[config.mk]
export PLATFORM = sky130hd
export DESIGN_NAME = tpuv_sqrt
export DESIGN_NICKNAME = d
export VERILOG_FILES = /design/src/hdl/tpuv_pkg.sv /design/src/hdl/tpuv_sqrt.sv
export SDC_FILE = /design/constraint.sdc
export NUM_CORES = 1
export LEC_CHECK = 0
export BUFFER_PORTS_ARGS = -buffer_cell sky130_fd_sc_hd__buf_2
export CORE_UTILIZATION = 40
export CTS_CLUSTER_SIZE = 14
export DETAILED_ROUTE_END_ITERATION = 12
export PLACE_DENSITY = 0.54
export SLEW_MARGIN = 0
export SYNTH_ARGS = -nofsm -noshare
export SYNTH_HDL_FRONTEND = slang
export SYNTH_SLANG_ARGS = --single-unit
export TNS_END_PERCENT = 100
[constraint.sdc]
create_clock -name clk -period 10.4 [get_ports clk]
set_input_delay 0.52 -clock clk [delete_from_list [all_inputs] [get_ports clk]]
set_output_delay 0.52 -clock clk [all_outputs]
set_load 0.02 [all_outputs]
[src/hdl/tpuv_pkg.sv]
// ----------------------------------------------------------------------------
// Tangent plane UV projection: package
// Field widths, internal datapath widths, pipeline geometry and helpers.
// ----------------------------------------------------------------------------
`default_nettype none

package tpuv_pkg;

    localparam int POS_W   = 32;
    localparam int NORM_W  = 16;
    localparam int THR_W   = 15;
    localparam int COORD_W = 32;

    localparam logic [THR_W-1:0] THR_RESET = 15'd14205;   // 0.867 in Q1.14

    // internal widths
    localparam int T_W    = NORM_W + 1;   // tangent component, holds +32768
    localparam int D_W    = 36;           // p.n rounded to Q.16
    localparam int W_W    = 38;           // projected position
    localparam int B_W    = 19;           // second tangent, Q.14
    localparam int TU_W   = 57;           // w.t
    localparam int TV_W   = 59;           // w.b
    localparam int LEN2_W = 32;           // |t|^2
    localparam int LEN_W  = 24;           // |t| in Q.22

    localparam int FRAC_SH  = 14;
    localparam int SQ_SHIFT = 16;         // len2 scaling before root
    localparam int UV_SHIFT = 8;          // numerator scaling before divide

    // pipeline geometry
    localparam int SQ_STEPS = 3;
    localparam int SQ_ST    = LEN_W / SQ_STEPS;
    localparam int DV_STEPS = 4;
    localparam int DV_ST    = COORD_W / DV_STEPS;

    localparam int FR_LEN2_STG = 2;       // front stage that registers len2
    localparam int FR_TUV_STG  = 6;       // front stage that registers tu/tv
    localparam int TUV_DLY     = FR_LEN2_STG + SQ_ST - FR_TUV_STG;
    localparam int DEG_DLY     = DV_ST + 1;
    localparam int LAT         = FR_LEN2_STG + SQ_ST + DV_ST + 2;

    typedef struct packed {
        logic [COORD_W-1:0] val;
        logic               sat;
    } clip_t;

    // round to nearest, ties away from zero, shift right by FRAC_SH
    function automatic logic signed [63:0] rnd_shr14(input logic signed [63:0] x);
        logic [63:0] mag;
        logic [63:0] q;
        mag = x[63] ? 64'(-x) : 64'(x);
        q = (mag + (64'd1 << (FRAC_SH - 1))) >> FRAC_SH;
        rnd_shr14 = x[63] ? -$signed(q) : $signed(q);
    endfunction

endpackage

`default_nettype wire

[src/hdl/tpuv_sqrt.sv]
// ----------------------------------------------------------------------------
// Tangent plane UV projection: pipelined integer square root
// Digit-by-digit floor root of len2 << 16, SQ_STEPS root bits per stage.
// ----------------------------------------------------------------------------
`default_nettype none

module tpuv_sqrt import tpuv_pkg::*; (
    input  logic              clk,
    input  logic              en,
    input  logic [LEN2_W-1:0] len2,
    output logic [LEN_W-1:0]  len,
    output logic              zero
);

    localparam int XW = 2 * LEN_W;
    localparam int RW = LEN_W + 4;

    logic [XW-1:0]    x_reg    [SQ_ST];
    logic [RW-1:0]    rem_reg  [SQ_ST];
    logic [LEN_W-1:0] root_reg [SQ_ST];
    logic             zero_reg [SQ_ST];

    for (genvar g = 0; g < SQ_ST; g++)
    begin : g_stg
        logic [XW-1:0]    x_in;
        logic [RW-1:0]    rem_in;
        logic [LEN_W-1:0] root_in;
        logic             zero_in;
        logic [RW-1:0]    rem_next;
        logic [RW-1:0]    trial;
        logic [LEN_W-1:0] root_next;

        if (g == 0)
        begin : g_first
            assign x_in    = XW'(len2) << SQ_SHIFT;
            assign rem_in  = '0;
            assign root_in = '0;
            assign zero_in = (len2 == '0);
        end
        else
        begin : g_rest
            assign x_in    = x_reg[g-1];
            assign rem_in  = rem_reg[g-1];
            assign root_in = root_reg[g-1];
            assign zero_in = zero_reg[g-1];
        end

        always_comb
        begin
            rem_next  = rem_in;
            root_next = root_in;
            trial     = '0;
            for (int i = 0; i < SQ_STEPS; i++)
            begin
                // bring down the next pair of radicand bits
                rem_next = {rem_next[RW-3:0], x_in[XW-1-2*(SQ_STEPS*g+i) -: 2]};
                trial = RW'({root_next, 2'b01});
                if (rem_next >= trial)
                begin
                    rem_next  = rem_next - trial;
                    root_next = {root_next[LEN_W-2:0], 1'b1};
                end
                else
                begin
                    root_next = {root_next[LEN_W-2:0], 1'b0};
                end
            end
        end

        always_ff @(posedge clk)
        begin
            if (en)
            begin
                x_reg[g]    <= x_in;
                rem_reg[g]  <= rem_next;
                root_reg[g] <= root_next;
                zero_reg[g] <= zero_in;
            end
        end
    end

    assign len  = root_reg[SQ_ST-1];
    assign zero = zero_reg[SQ_ST-1];

endmodule

`default_nettype wire

=== After elaboration in Yosys (flattened, before gate mapping) ===
Memories as Yosys holds them, arrays and structs flattened.
Index checks and enable logic that the tools add are counted.
W data, S select, Z words.

* Add/sub/neg operators: 24
* Order comparisons: 24
* Muxes and demuxes: 50
* Reductions and logical operators: 1

{| class="wikitable"
|+ Operators by type and width
! kind !! count
|-
| $ge A28 B26 Y1 || 21
|-
| $mux W26 || 16
|-
| $sub A26 B26 Y26 || 14
|-
| $mux W28 || 8
|-
| $sub A28 B26 Y28 || 7
|-
| $logic_not A32 Y1 || 1
|-
| $ge A28 B3 Y1 || 1
|-
| $ge A28 B4 Y1 || 1
|-
| $sub A28 B4 Y28 || 1
|-
| $mux W1 || 26
|-
| $sub A26 B3 Y26 || 1
|-
| $sub A2 B1 Y3 const B || 1
|-
| $ge A2 B1 Y1 const B || 1
|}

* Register bits: 0
* Memory bits (writable): 808
* Input bits: 34
* Output and inout port bits: 25
* Word-level logic and storage cells: 103
* Memories kept: 4

{| class="wikitable"
|+ Memory list
! name !! depth !! bits a word !! read ports !! clocked after Yosys merged registers in !! write ports !! RTL line !! source
|-
| x_reg || 8 || 48 || 7 || 0 || 8 || tpuv_sqrt.sv:18 || <nowiki>logic [XW-1:0] x_reg [SQ_ST];</nowiki>
|-
| rem_reg || 8 || 28 || 7 || 0 || 8 || tpuv_sqrt.sv:19 || <nowiki>logic [RW-1:0] rem_reg [SQ_ST];</nowiki>
|-
| root_reg || 8 || 24 || 8 || 0 || 8 || tpuv_sqrt.sv:20 || <nowiki>logic [LEN_W-1:0] root_reg [SQ_ST];</nowiki>
|-
| zero_reg || 8 || 1 || 8 || 0 || 8 || tpuv_sqrt.sv:21 || <nowiki>logic zero_reg [SQ_ST];</nowiki>
|}

=== Depth between registers and ports, before layout ===
An unclocked memory read counts as a cell.

* Word-level depth: 7
* Gate-level depth with buffers: 50
* Gate-level depth less buffers: 47

=== Least setup slack after synthesis ===
Ideal clock, no wire load.

* Path type: reg-to-reg
* Start point: mem root_reg[4][0], in the netlist root_reg[1][0]
* End point: mem rem_reg[5][2] (netlist bit), data pin
* Setup time: 0.262 ns
* Arrival: 9.070 ns
* Data required time: 10.138 ns
* Slack: 1.068 ns
* Stages on the path, launching flop included: 45
* Path buffers: 6
* Period minus slack after synthesis: 9.332 ns
* Cells stage by stage: edfxtp_1 inv_1 ha_1 nor2b_1 o21ai_0 nand2b_1 a2111o_1 and3_1 a21o_1 clkbuf_1 clkbuf_1 clkbuf_1 nor2_1 a21oi_1 fa_1 a21o_1 a21oi_1 o21bai_1 [... 9 more ...] nand2_1 nand2_1 ha_1 a21oi_1 o21bai_1 a21oi_1 o21ba_2 o21ai_0 o41ai_1 o21ai_0 o21a_1 o21a_1 inv_1 nand3_1 nand2b_1 clkbuf_1 clkbuf_1 or2_2

{| class="wikitable"
|+ RTL lines
! element !! RTL line
|-
| from (decl) || tpuv_sqrt.sv:20
|-
| to (decl) || tpuv_sqrt.sv:19
|}

==> results.py <==
metrics = {
    "worst_setup_path": {
        "endpoint_kind": "register",
        "reg2reg_depth": 38,
        "cp_slowest_stage_delay_ns": 0.47,
        "r2r-end": "rem_reg[6][11]",
        "critPathCapture": "rem_reg[6][11]",
        "cp.arrival_ns": 10.02,
        "cp_max_fo": 31,
        "crit_path_start_kind": "register",
        "slowest_stage": "edfxtp_1",
        "critPathKind": "register to register",
        "regToRegStartpoint": "root_reg[1][24]",
        "rrSetupSlack_ns": 0.71,
        "crit_start": "root_reg[1][24]",
        "cp.required_ns": 10.74,
    },
    "power_and_ir_drop": {
        "leakagePower_nw": 15.1,
        "cellPowerDensity_mw_per_mm2": 272,
        "intPower_mw": 5.71,
        "clockPowerShare": 0.162,
        "p_sw_mw": 4.55,
        "pwr-share-seq": 0.233,
        "power_mw": 10.3,
        "p_comb_frac": 0.605,
        "switching_share": 0.444,
        "irDropWorstVdd_mv": 0.230,
    },
    "grt": {
        "grt_pass1_wl_um": 154000,
        "antenna_found_initial": 0,
        "grt_overflow_total": 0,
        "grt_use_total": 0.223,
        "first_global_vias": 27191,
        "grt_max_degree": 137,
    },
    "clock_tree": {
        "clk_path_buf_depth": 3,
        "clk_pin_slew_ns": 0.06,
        "clock-sinks": 366,
        "clock_latency_ns": 0.60,
        "cts_tree": "done",
        "numCtsBuffers": 46,
        "cts_setup_buffers": 0,
        "cts.htree.levels": 2,
        "clockRootBuffer": "clkbuf_16",
    },
    "cells_and_area": {
        "final_common_cell": "edfxtp_1",
        "final_cell_mix": "366 x edfxtp_1, 348 x nor2_1, 330 x nand2_1, 328 x a21oi_1, 308 x ha_1",
        "fillers": 8468,
        "nets": 4347,
        "final-seq-area_mm2": 0.0110,
        "syn2layout_area_growth_pct": 9.58,
        "multi_input_area_mm2": 0.0222,
        "largest_register_ffs": 180,
        "insertedDiodeCount": 0,
        "drive_above_1_share": 0.0813,
    },
    "sta": {
        "hold_viol_final": 0,
        "final-setup-viol-count": 0,
        "relSlewSlack": 0.301,
        "worstMarginPinSlew_ns": 1.05,
        "rsz0062_at_grt": "false",
        "finalMaxSlewViolations": 0,
        "setup_tns_ns": 0,
        "max_freq_ghz": 0.103,
        "period_needed_ns": 9.69,
        "skew_ns": 0.0226,
        "whs_ns": 0.126,
        "finalCritPeriodShare": 0.931,
    },
    "floorplanning": {
        "num_rows": 107,
        "die_w_um": 296,
        "dieArea_mm2": 0.0873,
        "core_area_mm2": 0.0853,
        "num_io_pins": 59,
        "start_util": 0.404,
        "die_y_um": 296,
    },
    "logic_synthesis": {
        "syn_inst": 3955,
        "synth_cell_types": 110,
        "syn_area_mm2": 0.0345,
        "ys_async_sr_fraction": 0,
        "synth_edf_count": 366,
        "synthFlopType": "edfxtp_1",
        "yosys.area.top_type": "edfxtp_1",
        "syn_area_per_cell_um2": 8.72,
        "synth_area_leaders": "edfxtp_1 32%, ha_1 11%, xnor2_1 6.4%",
        "synth_seq_area_share": 0.319,
        "synth_warnings": 0,
        "yosys_register_bits": 366,
        "yosysTopAreaCellShare": 0.319,
    },
    "placed_design": {
        "hpwl_um": 78800,
        "io_buffer_count": 58,
        "globalplace.congestion": 0.888,
    },
    "detailed_routing": {
        "dr_wl_met3_um": 4170,
        "wl_per_cell_um": 19.0,
        "avgViaCountPerCell": 5.68,
        "dr.pass1.iters": 6,
        "drcViolationCount": 0,
        "routed_wl_um": 98600,
        "final_antenna_net_count": 0,
        "dr_wl_met2_um": 45000,
        "met1_length_um": 47000,
        "drtIter0Drc": 2468,
        "top_layer": "met4",
        "num_vias": 29438,
    },
    "run_status": {
        "status": "finished, final reports clean",
    },
    "flow_run": {
        "maxCapViolCount": 0,
    },
    "hold_path": {
        "hp-class": "primary input to register",
    },
}
cell usage after synthesis (all sizes together) (84+ instances only):
cell type,count
a21o,94
a21oi,331
edfxtp,366
ha,308
xnor2,251
nor2,350
inv,226
nand2,330
nor3,100
nand3,124
xor2,121
o21ai,253
clkbuf,84
routing by layer:
metal,up-vias,global-route usage
met3,116,0.0223
met4,0,0.0594
li1,14816,-
met5,-,0
met2,649,0.362
met1,13857,0.314
per-stage QoR:
stage / setup slack (ns) / util / instance area [µm²] / cells
after floorplan: 1.07 / - / 34500 / 3957
after global placement: 0.251 / 0.424 / 36100 / 5097
after detailed placement: 0.308 / 0.424 / 36100 / 5097
after CTS: 0.234 / 0.442 / 37700 / 5180
after global routing: 0.00479 / 0.443 / 37800 / 5180
final: 0.715 / 0.443 / 37800 / 5180
cells by family after synthesis:
logic type / synth area share
AO/OA/AOI/OAI: 0.207
XOR/XNOR: 0.0947
adder cells (fa/ha/maj): 0.114
buffers and inverters: 0.0383
flip-flops: 0.319
multiplexers: 0.0209
other: 0.000109
AND/OR/NAND/NOR: 0.206
cell type report:
cell class,instances,share of cell area
Multi-Input combinational cell,3254,0.589
Sequential cell,366,0.291
Tap cell,1144,0.0379
Clock buffer,50,0.0309
Inverter,228,0.0228
Timing Repair Buffer,105,0.0180
Clock inverter,33,0.0106
power groups by stage:
| stage | sequential, mW | combinational [mW] | clock, mW |
|---|---|---|---|
| 2_1_floorplan | 2.26 | 4.83 | 0 |
| 3_3_place_gp | 2.42 | 6.11 | 0 |
| 3_5_place_dp | 2.42 | 6.11 | 0 |
| 4_1_cts | 2.39 | 6.16 | 1.72 |
| 5_1_grt | 2.43 | 6.91 | 1.77 |
| 6_report | 2.39 | 6.21 | 1.67 |
repair_timing:
item | 4_1_cts | 5_1_grt
hold buffers | 0 | 0
gates resized for setup | 0 | 18
endpoints found under the setup margin | 0 | 50
worst max-delay path, delay by kind of cell, from the launching register on:
kind	cells	cell delay (ns)
adder cells (fa/ha/maj)	5	1.39
AND/OR/NAND/NOR	7	1.66
flip-flops	1	0.47
multiplexers	1	0.33
buffers and inverters	6	1.12
AO/OA/AOI/OAI	19	4.40
how the worst min path moves through the flow:
stage                             from            to  slack, ns  cells past startpoint
after floorplan           x_reg[0][16]  x_reg[1][16]       0.40                      0
after global placement    x_reg[2][21]  x_reg[3][21]       0.40                      0
after detailed placement  x_reg[2][22]  x_reg[3][22]       0.40                      0
after CTS                     len2[23]  x_reg[0][39]       0.09                      1
after global routing          len2[18]  x_reg[0][34]        0.1                      1
final                         len2[23]  x_reg[0][39]       0.13                      1
(Power assumes the default switching activity.)
