[src/hdl/tpuv_pkg.sv]
// ----------------------------------------------------------------------------
// Tangent plane UV projection: package
// Field widths, internal datapath widths, pipeline geometry and helpers.
// ----------------------------------------------------------------------------
`default_nettype none

package tpuv_pkg;

    localparam int POS_W   = 32;
    localparam int NORM_W  = 16;
    localparam int THR_W   = 15;
    localparam int COORD_W = 32;

    localparam logic [THR_W-1:0] THR_RESET = 15'd14205;   // 0.867 in Q1.14

    // internal widths
    localparam int T_W    = NORM_W + 1;   // tangent component, holds +32768
    localparam int D_W    = 36;           // p.n rounded to Q.16
    localparam int W_W    = 38;           // projected position
    localparam int B_W    = 19;           // second tangent, Q.14
    localparam int TU_W   = 57;           // w.t
    localparam int TV_W   = 59;           // w.b
    localparam int LEN2_W = 32;           // |t|^2
    localparam int LEN_W  = 24;           // |t| in Q.22

    localparam int FRAC_SH  = 14;
    localparam int SQ_SHIFT = 16;         // len2 scaling before root
    localparam int UV_SHIFT = 8;          // numerator scaling before divide

    // pipeline geometry
    localparam int SQ_STEPS = 3;
    localparam int SQ_ST    = LEN_W / SQ_STEPS;
    localparam int DV_STEPS = 4;
    localparam int DV_ST    = COORD_W / DV_STEPS;

    localparam int FR_LEN2_STG = 2;       // front stage that registers len2
    localparam int FR_TUV_STG  = 6;       // front stage that registers tu/tv
    localparam int TUV_DLY     = FR_LEN2_STG + SQ_ST - FR_TUV_STG;
    localparam int DEG_DLY     = DV_ST + 1;
    localparam int LAT         = FR_LEN2_STG + SQ_ST + DV_ST + 2;

    typedef struct packed {
        logic [COORD_W-1:0] val;
        logic               sat;
    } clip_t;

    // round to nearest, ties away from zero, shift right by FRAC_SH
    function automatic logic signed [63:0] rnd_shr14(input logic signed [63:0] x);
        logic [63:0] mag;
        logic [63:0] q;
        mag = x[63] ? 64'(-x) : 64'(x);
        q = (mag + (64'd1 << (FRAC_SH - 1))) >> FRAC_SH;
        rnd_shr14 = x[63] ? -$signed(q) : $signed(q);
    endfunction

endpackage

`default_nettype wire

[src/hdl/tpuv_div.sv]
// ----------------------------------------------------------------------------
// Tangent plane UV projection: pipelined rounding divider
// round(num * 2^8 / len) magnitude, 32 quotient bits plus overflow flag.
// One prep stage, then DV_STEPS restoring steps per stage.
// ----------------------------------------------------------------------------
`default_nettype none

module tpuv_div import tpuv_pkg::*; #(
    parameter int NUM_W = TU_W
) (
    input  logic                    clk,
    input  logic                    en,
    input  logic signed [NUM_W-1:0] num,
    input  logic [LEN_W-1:0]        len,
    output logic [COORD_W-1:0]      quo,
    output logic                    neg,
    output logic                    ovf
);

    localparam int NW = NUM_W + UV_SHIFT + 1;
    localparam int QW = COORD_W;
    localparam int RW = LEN_W + 1;

    // prep: |num| << 8 plus half divisor; quotient >= 2^32 flagged up front
    logic [NUM_W-1:0] mag;
    logic [NW-1:0]    nfull;
    logic             ovf_next;
    logic [QW-1:0]    lo_p_reg;
    logic [LEN_W-1:0] r_p_reg;
    logic [LEN_W-1:0] len_p_reg;
    logic             neg_p_reg;
    logic             ovf_p_reg;

    always_comb
    begin
        mag = num[NUM_W-1] ? NUM_W'(-num) : NUM_W'(num);
        nfull = (NW'(mag) << UV_SHIFT) + NW'(len >> 1);
        ovf_next = nfull[NW-1:QW] >= (NW-QW)'(len);
    end

    always_ff @(posedge clk)
    begin
        if (en)
        begin
            lo_p_reg  <= nfull[QW-1:0];
            r_p_reg   <= nfull[QW+LEN_W-1:QW];
            len_p_reg <= len;
            neg_p_reg <= num[NUM_W-1];
            ovf_p_reg <= ovf_next;
        end
    end

    logic [QW-1:0]    lo_reg  [DV_ST];
    logic [LEN_W-1:0] r_reg   [DV_ST];
    logic [QW-1:0]    q_reg   [DV_ST];
    logic [LEN_W-1:0] len_reg [DV_ST];
    logic             neg_reg [DV_ST];
    logic             ovf_reg [DV_ST];

    for (genvar g = 0; g < DV_ST; g++)
    begin : g_stg
        logic [QW-1:0]    lo_in;
        logic [LEN_W-1:0] r_in;
        logic [QW-1:0]    q_in;
        logic [LEN_W-1:0] len_in;
        logic             neg_in;
        logic             ovf_in;
        logic [RW-1:0]    r2;
        logic [LEN_W-1:0] r_next;
        logic [QW-1:0]    q_next;

        if (g == 0)
        begin : g_first
            assign lo_in  = lo_p_reg;
            assign r_in   = r_p_reg;
            assign q_in   = '0;
            assign len_in = len_p_reg;
            assign neg_in = neg_p_reg;
            assign ovf_in = ovf_p_reg;
        end
        else
        begin : g_rest
            assign lo_in  = lo_reg[g-1];
            assign r_in   = r_reg[g-1];
            assign q_in   = q_reg[g-1];
            assign len_in = len_reg[g-1];
            assign neg_in = neg_reg[g-1];
            assign ovf_in = ovf_reg[g-1];
        end

        always_comb
        begin
            r_next = r_in;
            q_next = q_in;
            r2     = '0;
            for (int i = 0; i < DV_STEPS; i++)
            begin
                r2 = {r_next, lo_in[QW-1-(DV_STEPS*g+i)]};
                if (r2 >= RW'(len_in))
                begin
                    r2     = r2 - RW'(len_in);
                    q_next = {q_next[QW-2:0], 1'b1};
                end
                else
                begin
                    q_next = {q_next[QW-2:0], 1'b0};
                end
                r_next = r2[LEN_W-1:0];
            end
        end

        always_ff @(posedge clk)
        begin
            if (en)
            begin
                lo_reg[g]  <= lo_in;
                r_reg[g]   <= r_next;
                q_reg[g]   <= q_next;
                len_reg[g] <= len_in;
                neg_reg[g] <= neg_in;
                ovf_reg[g] <= ovf_in;
            end
        end
    end

    assign quo = q_reg[DV_ST-1];
    assign neg = neg_reg[DV_ST-1];
    assign ovf = ovf_reg[DV_ST-1];

endmodule

`default_nettype wire

[config.mk]
export PLATFORM = sky130hd
export DESIGN_NAME = tpuv_div
export DESIGN_NICKNAME = d
export VERILOG_FILES = /design/src/hdl/tpuv_pkg.sv /design/src/hdl/tpuv_div.sv
export SDC_FILE = /design/constraint.sdc
export NUM_CORES = 2
export LEC_CHECK = 0
export BUFFER_PORTS_ARGS = -buffer_cell sky130_fd_sc_hd__buf_2
export CAP_MARGIN = 40
export CORE_MARGIN = 2
export CORE_UTILIZATION = 60
export DETAILED_ROUTE_END_ITERATION = 8
export GPL_TIMING_DRIVEN = 0
export HOLD_SLACK_MARGIN = 0.03
export PLACE_DENSITY = 0.82
export SLEW_MARGIN = 20
export SYNTH_ARGS = -nofsm -noshare
export SYNTH_HDL_FRONTEND = slang
export SYNTH_SLANG_ARGS = --single-unit
[constraint.sdc]
create_clock -name clk -period 16.53 [get_ports clk]
set_clock_uncertainty 0.2 [all_clocks]
set_input_delay 2.4795 -clock clk [delete_from_list [all_inputs] [get_ports clk]]
set_output_delay 2.4795 -clock clk [all_outputs]
set_load 0.1 [all_outputs]
### Yosys cells after proc, flatten, opt, wreduce, memory -nomap -nowiden

Memory sizes are Yosys's and may differ from the RTL's.
Index checks and enable logic that the tools add are counted.

| word-level totals | value |
|---|---|
| output and inout bits | 34 |
| register bits after elaboration | 82 |
| memories kept | 6 |
| RAM bits | 912 |
| bits of input ports | 83 |
| ROM bits | 0 |
| latch bits | 0 |

Memory list:

| name | words | bits a word | read ports | clocked after Yosys merged registers in | write ports | line | text |
|---|---|---|---|---|---|---|---|
| lo_reg | 8 | 32 | 7 | 0 | 8 | tpuv_div.sv:53 | `logic [QW-1:0] lo_reg [DV_ST];` |
| q_reg | 8 | 32 | 8 | 0 | 8 | tpuv_div.sv:55 | `logic [QW-1:0] q_reg [DV_ST];` |
| len_reg | 8 | 24 | 7 | 0 | 8 | tpuv_div.sv:56 | `logic [LEN_W-1:0] len_reg [DV_ST];` |
| r_reg | 8 | 24 | 7 | 0 | 8 | tpuv_div.sv:54 | `logic [LEN_W-1:0] r_reg [DV_ST];` |
| neg_reg | 8 | 1 | 8 | 0 | 8 | tpuv_div.sv:57 | `logic neg_reg [DV_ST];` |
| ovf_reg | 8 | 1 | 8 | 0 | 8 | tpuv_div.sv:58 | `logic ovf_reg [DV_ST];` |

| cells by class | value |
|---|---|
| mux-type cells | 67 |
| eq/ne operators | 0 |
| multiply operators | 0 |
| bitwise gates (word level) | 0 |
| reductions and logical operators | 0 |
| $lt $le $gt $ge | 33 |
| $add $sub $neg | 34 |
| shift operators | 0 |
| div/mod/pow operators | 0 |

Operators with widths:

| operator | count |
|---|---|
| 25-bit by 24-bit greater-or-equal comparator with 1-bit output | 32 |
| 24-bit two-way mux | 32 |
| 24-bit subtractor | 32 |
| 65-bit by 23-bit adder with 66-bit output | 1 |
| 57-bit two-way mux | 1 |
| 57-bit negator | 1 |
| 34-bit by 24-bit greater-or-equal comparator with 1-bit output | 1 |
| 1-bit two-way mux | 34 |

### Depth between registers and ports, before layout

An unclocked memory read counts as a cell.

| depth | value |
|---|---|
| depth in word-level cells | 9 |
| gate-level depth with buffers | 56 |
| gate-level depth less buffers | 52 |

### Least setup slack after synthesis

Ideal clock, no wire load.

| path | value |
|---|---|
| kind | reg2reg |
| start | memory len_reg[5][1] |
| end | memory r_reg[6][15] (data pin) |
| clock period less this slack | 12.527 ns |
| arrival time | 12.065 ns |
| setup slack | 4.003 ns |
| data required time | 16.068 ns |
| buffers on the path | 7 |
| library setup time | 0.262 ns |
| stages on the path, launching flop included | 51 |
| cell sequence | edfxtp_1 -> inv_1 -> ha_1 -> nor2b_1 -> o31ai_2 -> a31oi_1 -> a221oi_1 -> a21bo_2 -> buf_2 -> buf_1 -> clkbuf_1 -> o21ai_0 -> ha_1 -> a21o_1 -> a221o_1 -> a221o_1 -> a221o_1 -> a31oi_1 -> (+15 left out) -> inv_1 -> buf_1 -> mux2i_1 -> ha_1 -> nor2b_1 -> o21ai_0 -> a21boi_0 -> o21ai_1 -> a211oi_1 -> a2111oi_0 -> o21ai_0 -> a221o_1 -> a2111oi_0 -> nor2_1 -> a311o_1 -> buf_2 -> buf_2 -> mux2_1 |

RTL lines:

| element | line |
|---|---|
| start: declaration | tpuv_div.sv:56 |
| end: declaration | tpuv_div.sv:54 |

==> results.md <==
* Routed vias at 57,573
* Core Util, Final at 65.4%
* DR pass1 iterations at 6
* Die H at 336 µm
* Detail Placement HPWL at 155 mm
* TritonCTS buffer count at 73
* Max Slew Vio Count at 0
* Largest register FFs at 168
* Top Ports at 117
* Clock Pin Slew Worst Setup and Hold Paths at 0.06 ns
* Crit Path Category: flip-flop to flip-flop
* Commonest cells after routing, fill and taps aside: 808 x ha_1, 630 x edfxtp_1, 626 x a21oi_1
* Post-DR vias/cell at 6.43
* Max Fanout on Critical Path at 10
* Wire per inst at 21.5 µm
* Crit end category: flip-flop
* Seq/Total Area, Yosys at ~29%
* Top cell type's share of synthesized area at 28.6%
* WP data required at 16.76 ns
* Ys async rst share at 0%
* I/O Buffers at approximately 110
* Die X at 336 µm
* TNS Setup at 0 ns
* Total track usage at 33.3%
* Final wirelength at 192 mm
* Worst hold path type: flip-flop to flip-flop
* Crit path launch type: flip-flop
* Post-Syn Nets at approximately 8,100
* Clk root buf: clkbuf_16
* FMAX at 64.0 MHz
* Library cells used by synthesis at 96
* Clock latency on the worst-skew pair at 0.68 ns
* Synth Area per Inst at 9.17 µm²
* Setup violations, final at 0
* Top area cells in the synthesized netlist: edfxtp_1 29%, ha_1 15%, mux2_2 6.5%
* Ys flop type: edfxtp_1
* First-pass GRT wire length at 297 mm
* Top cell type by total area after synthesis: edfxtp_1
* DIE AREA at 113,000 µm²
* Layout cells sized above 1 at 10.2%
* RSZ-0062 raised after global routing: false
* Core ar. at 109,000 µm²
* Slowest cell on the critical path: o21ai_0
* Worst slew margin at 37.2%
* Critical path arrival at about 16 ns
* CTS max path bufs at 3
* Initial core utilization at approximately three fifths
* Vias in the first global route at 54,665
* Post-route ant nets at 0
* Most common cell after layout, fill and taps aside: ha_1
* Synth Register Bits at 630
* Area Growth Syn to Fin at 7.89%
* Status: finished clean
* Clock Sinks at 630
* Max-Cap Viols at 0
* Synth Instances at ~7,000
* Number of DRC markers in iteration 0 at ~5,200
* Final Hold Slack at around 0.21 ns
* Worst-Margin Slew at 0.933 ns
* GR Overflow Total at 0
* Cell Rows at ~120
* Area occupied by multi-input gates at approximately 45,000 µm²
* Area after DPL at 68,800 µm²
* Final Cycle Share at 94.6%
* Hold buffers post-CTS at 0
* DRC viols at 0
* Gpl congestion at 1.01
* Post-synth EDFFs at 630
* Non-Filler Cell Area, Final at 71,400 µm²
* Critical Path Most Common Cell: a21oi_1
* Mapped cell area at between 60,000 and 70,000 µm²
* Fin crit period at between 15 and 20 ns
* Largest net degree at the start of global routing at between 100 and 150
* Htree depth at 3
* Final net count at around 8,300
* Ys Warns at 0
* Filler cell count in the final layout at 8,938
* Initial antenna violation count at 2
* Sequential cell area at 18,900 µm²
* CTS tree: built
* Final Hold Viols at 0
* Critical Path Max Stage Delay at ~0.75 ns
[cell families (layout without fill, tap and decap cells)]
kind of cell / count (synthesis) / in the layout / share of synthesized area (%)
AOI/OAI and AO/OA: 2139 / 2139 / 20.9
and+or+nand+nor: 1845 / 1845 / 13.9
adders and majority gates: 840 / 840 / 16.3
xor gates and xnor gates: 672 / 672 / 8.90
DFF: 630 / 630 / 28.6
buffers and inverters: 613 / 877 / 3.54
muxes: 474 / 474 / 7.94
other: 0 / 3 / 0
[path summary, 6_finish.rpt]
path                 startpoint            end  slack (ns)  cells past startpoint
setup / recovery  len_reg[3][1]   r_reg[4][19]        0.89                     50
hold / removal    lo_reg[0][19]  lo_reg[1][19]        0.21                      0
setup reg to reg  len_reg[3][1]   r_reg[4][19]        0.89                     50
hold reg to reg   lo_reg[0][19]  lo_reg[1][19]        0.21                      0
[repair_timing]
item | 4_1_cts | 5_1_grt
endpoints found under the setup margin | 0 | 58
buffers inserted | 0 | 0
hold endpoints to repair | 0 | 0
resized for setup | 0 | 10
[through the flow]
step | setup slack [ns] | std cells
3_5_place_dp | 0.414 | 8817
2_1_floorplan | 4.00 | 7213
4_1_cts | 0.318 | 8951
5_1_grt | 0.00584 | 8953
3_3_place_gp | 0.685 | 8802
6_report | 0.895 | 8956
[metal layers]
metal	wire (µm)	vias up	global-route usage [%]
li1	-	27495	-
met1	81600	27290	44.5
met2	86300	2301	53.2
met3	14500	485	4.00
met4	10100	2	16.9
met5	7	-	0
[cell type report]
| type | instances | share of cell area [%] |
|---|---|---|
| Clock inverter | 55 | 0.938 |
| Antenna cell | 3 | 0.0105 |
| Tap cell | 1476 | 2.59 |
| Inverter | 489 | 2.57 |
| Clock buffer | 79 | 2.59 |
| Multi-Input combinational cell | 5970 | 62.9 |
| Buffer | 123 | 0.707 |
| Sequential cell | 630 | 26.5 |
| Timing Repair Buffer | 131 | 1.15 |
[synth_stat cells, types with 25 or more instances]
library cell,n
a31o_2,25
nor3_1,124
o21bai_1,82
o31ai_1,65
a211o_1,35
o21a_1,120
or3_1,44
inv_1,479
a21boi_0,37
o221ai_1,29
edfxtp_1,630
o21ai_0,428
a31oi_1,73
nand4_1,114
xnor2_1,455
nor2_1,428
a21o_1,292
clkbuf_1,86
xor2_1,217
and3_1,64
a211oi_1,65
nand2_1,483
nor4_1,38
fa_1,32
nand3_1,138
nor2b_1,99
ha_1,808
o211ai_1,34
a21oi_1,626
nand2b_1,100
nand3b_1,26
and2_1,52
o41ai_1,28
or2_2,49
o31a_1,25
mux2i_1,71
mux2_2,379
[worst max-delay path: cells and delay by family (launching register included)]
family / cells / cell delay (ns)
AO/OA/AOI/OAI: 29 / 8.17
buffers and inverters: 8 / 2.67
AND/OR/NAND/NOR: 7 / 1.67
adder cells (fa/ha/maj): 4 / 1.36
multiplexers: 2 / 0.85
flip-flops: 1 / 0.49
Power is left out: the tool's default activity adds up to more than one toggle a clock period on the data nets, which glitch-free logic cannot reach.
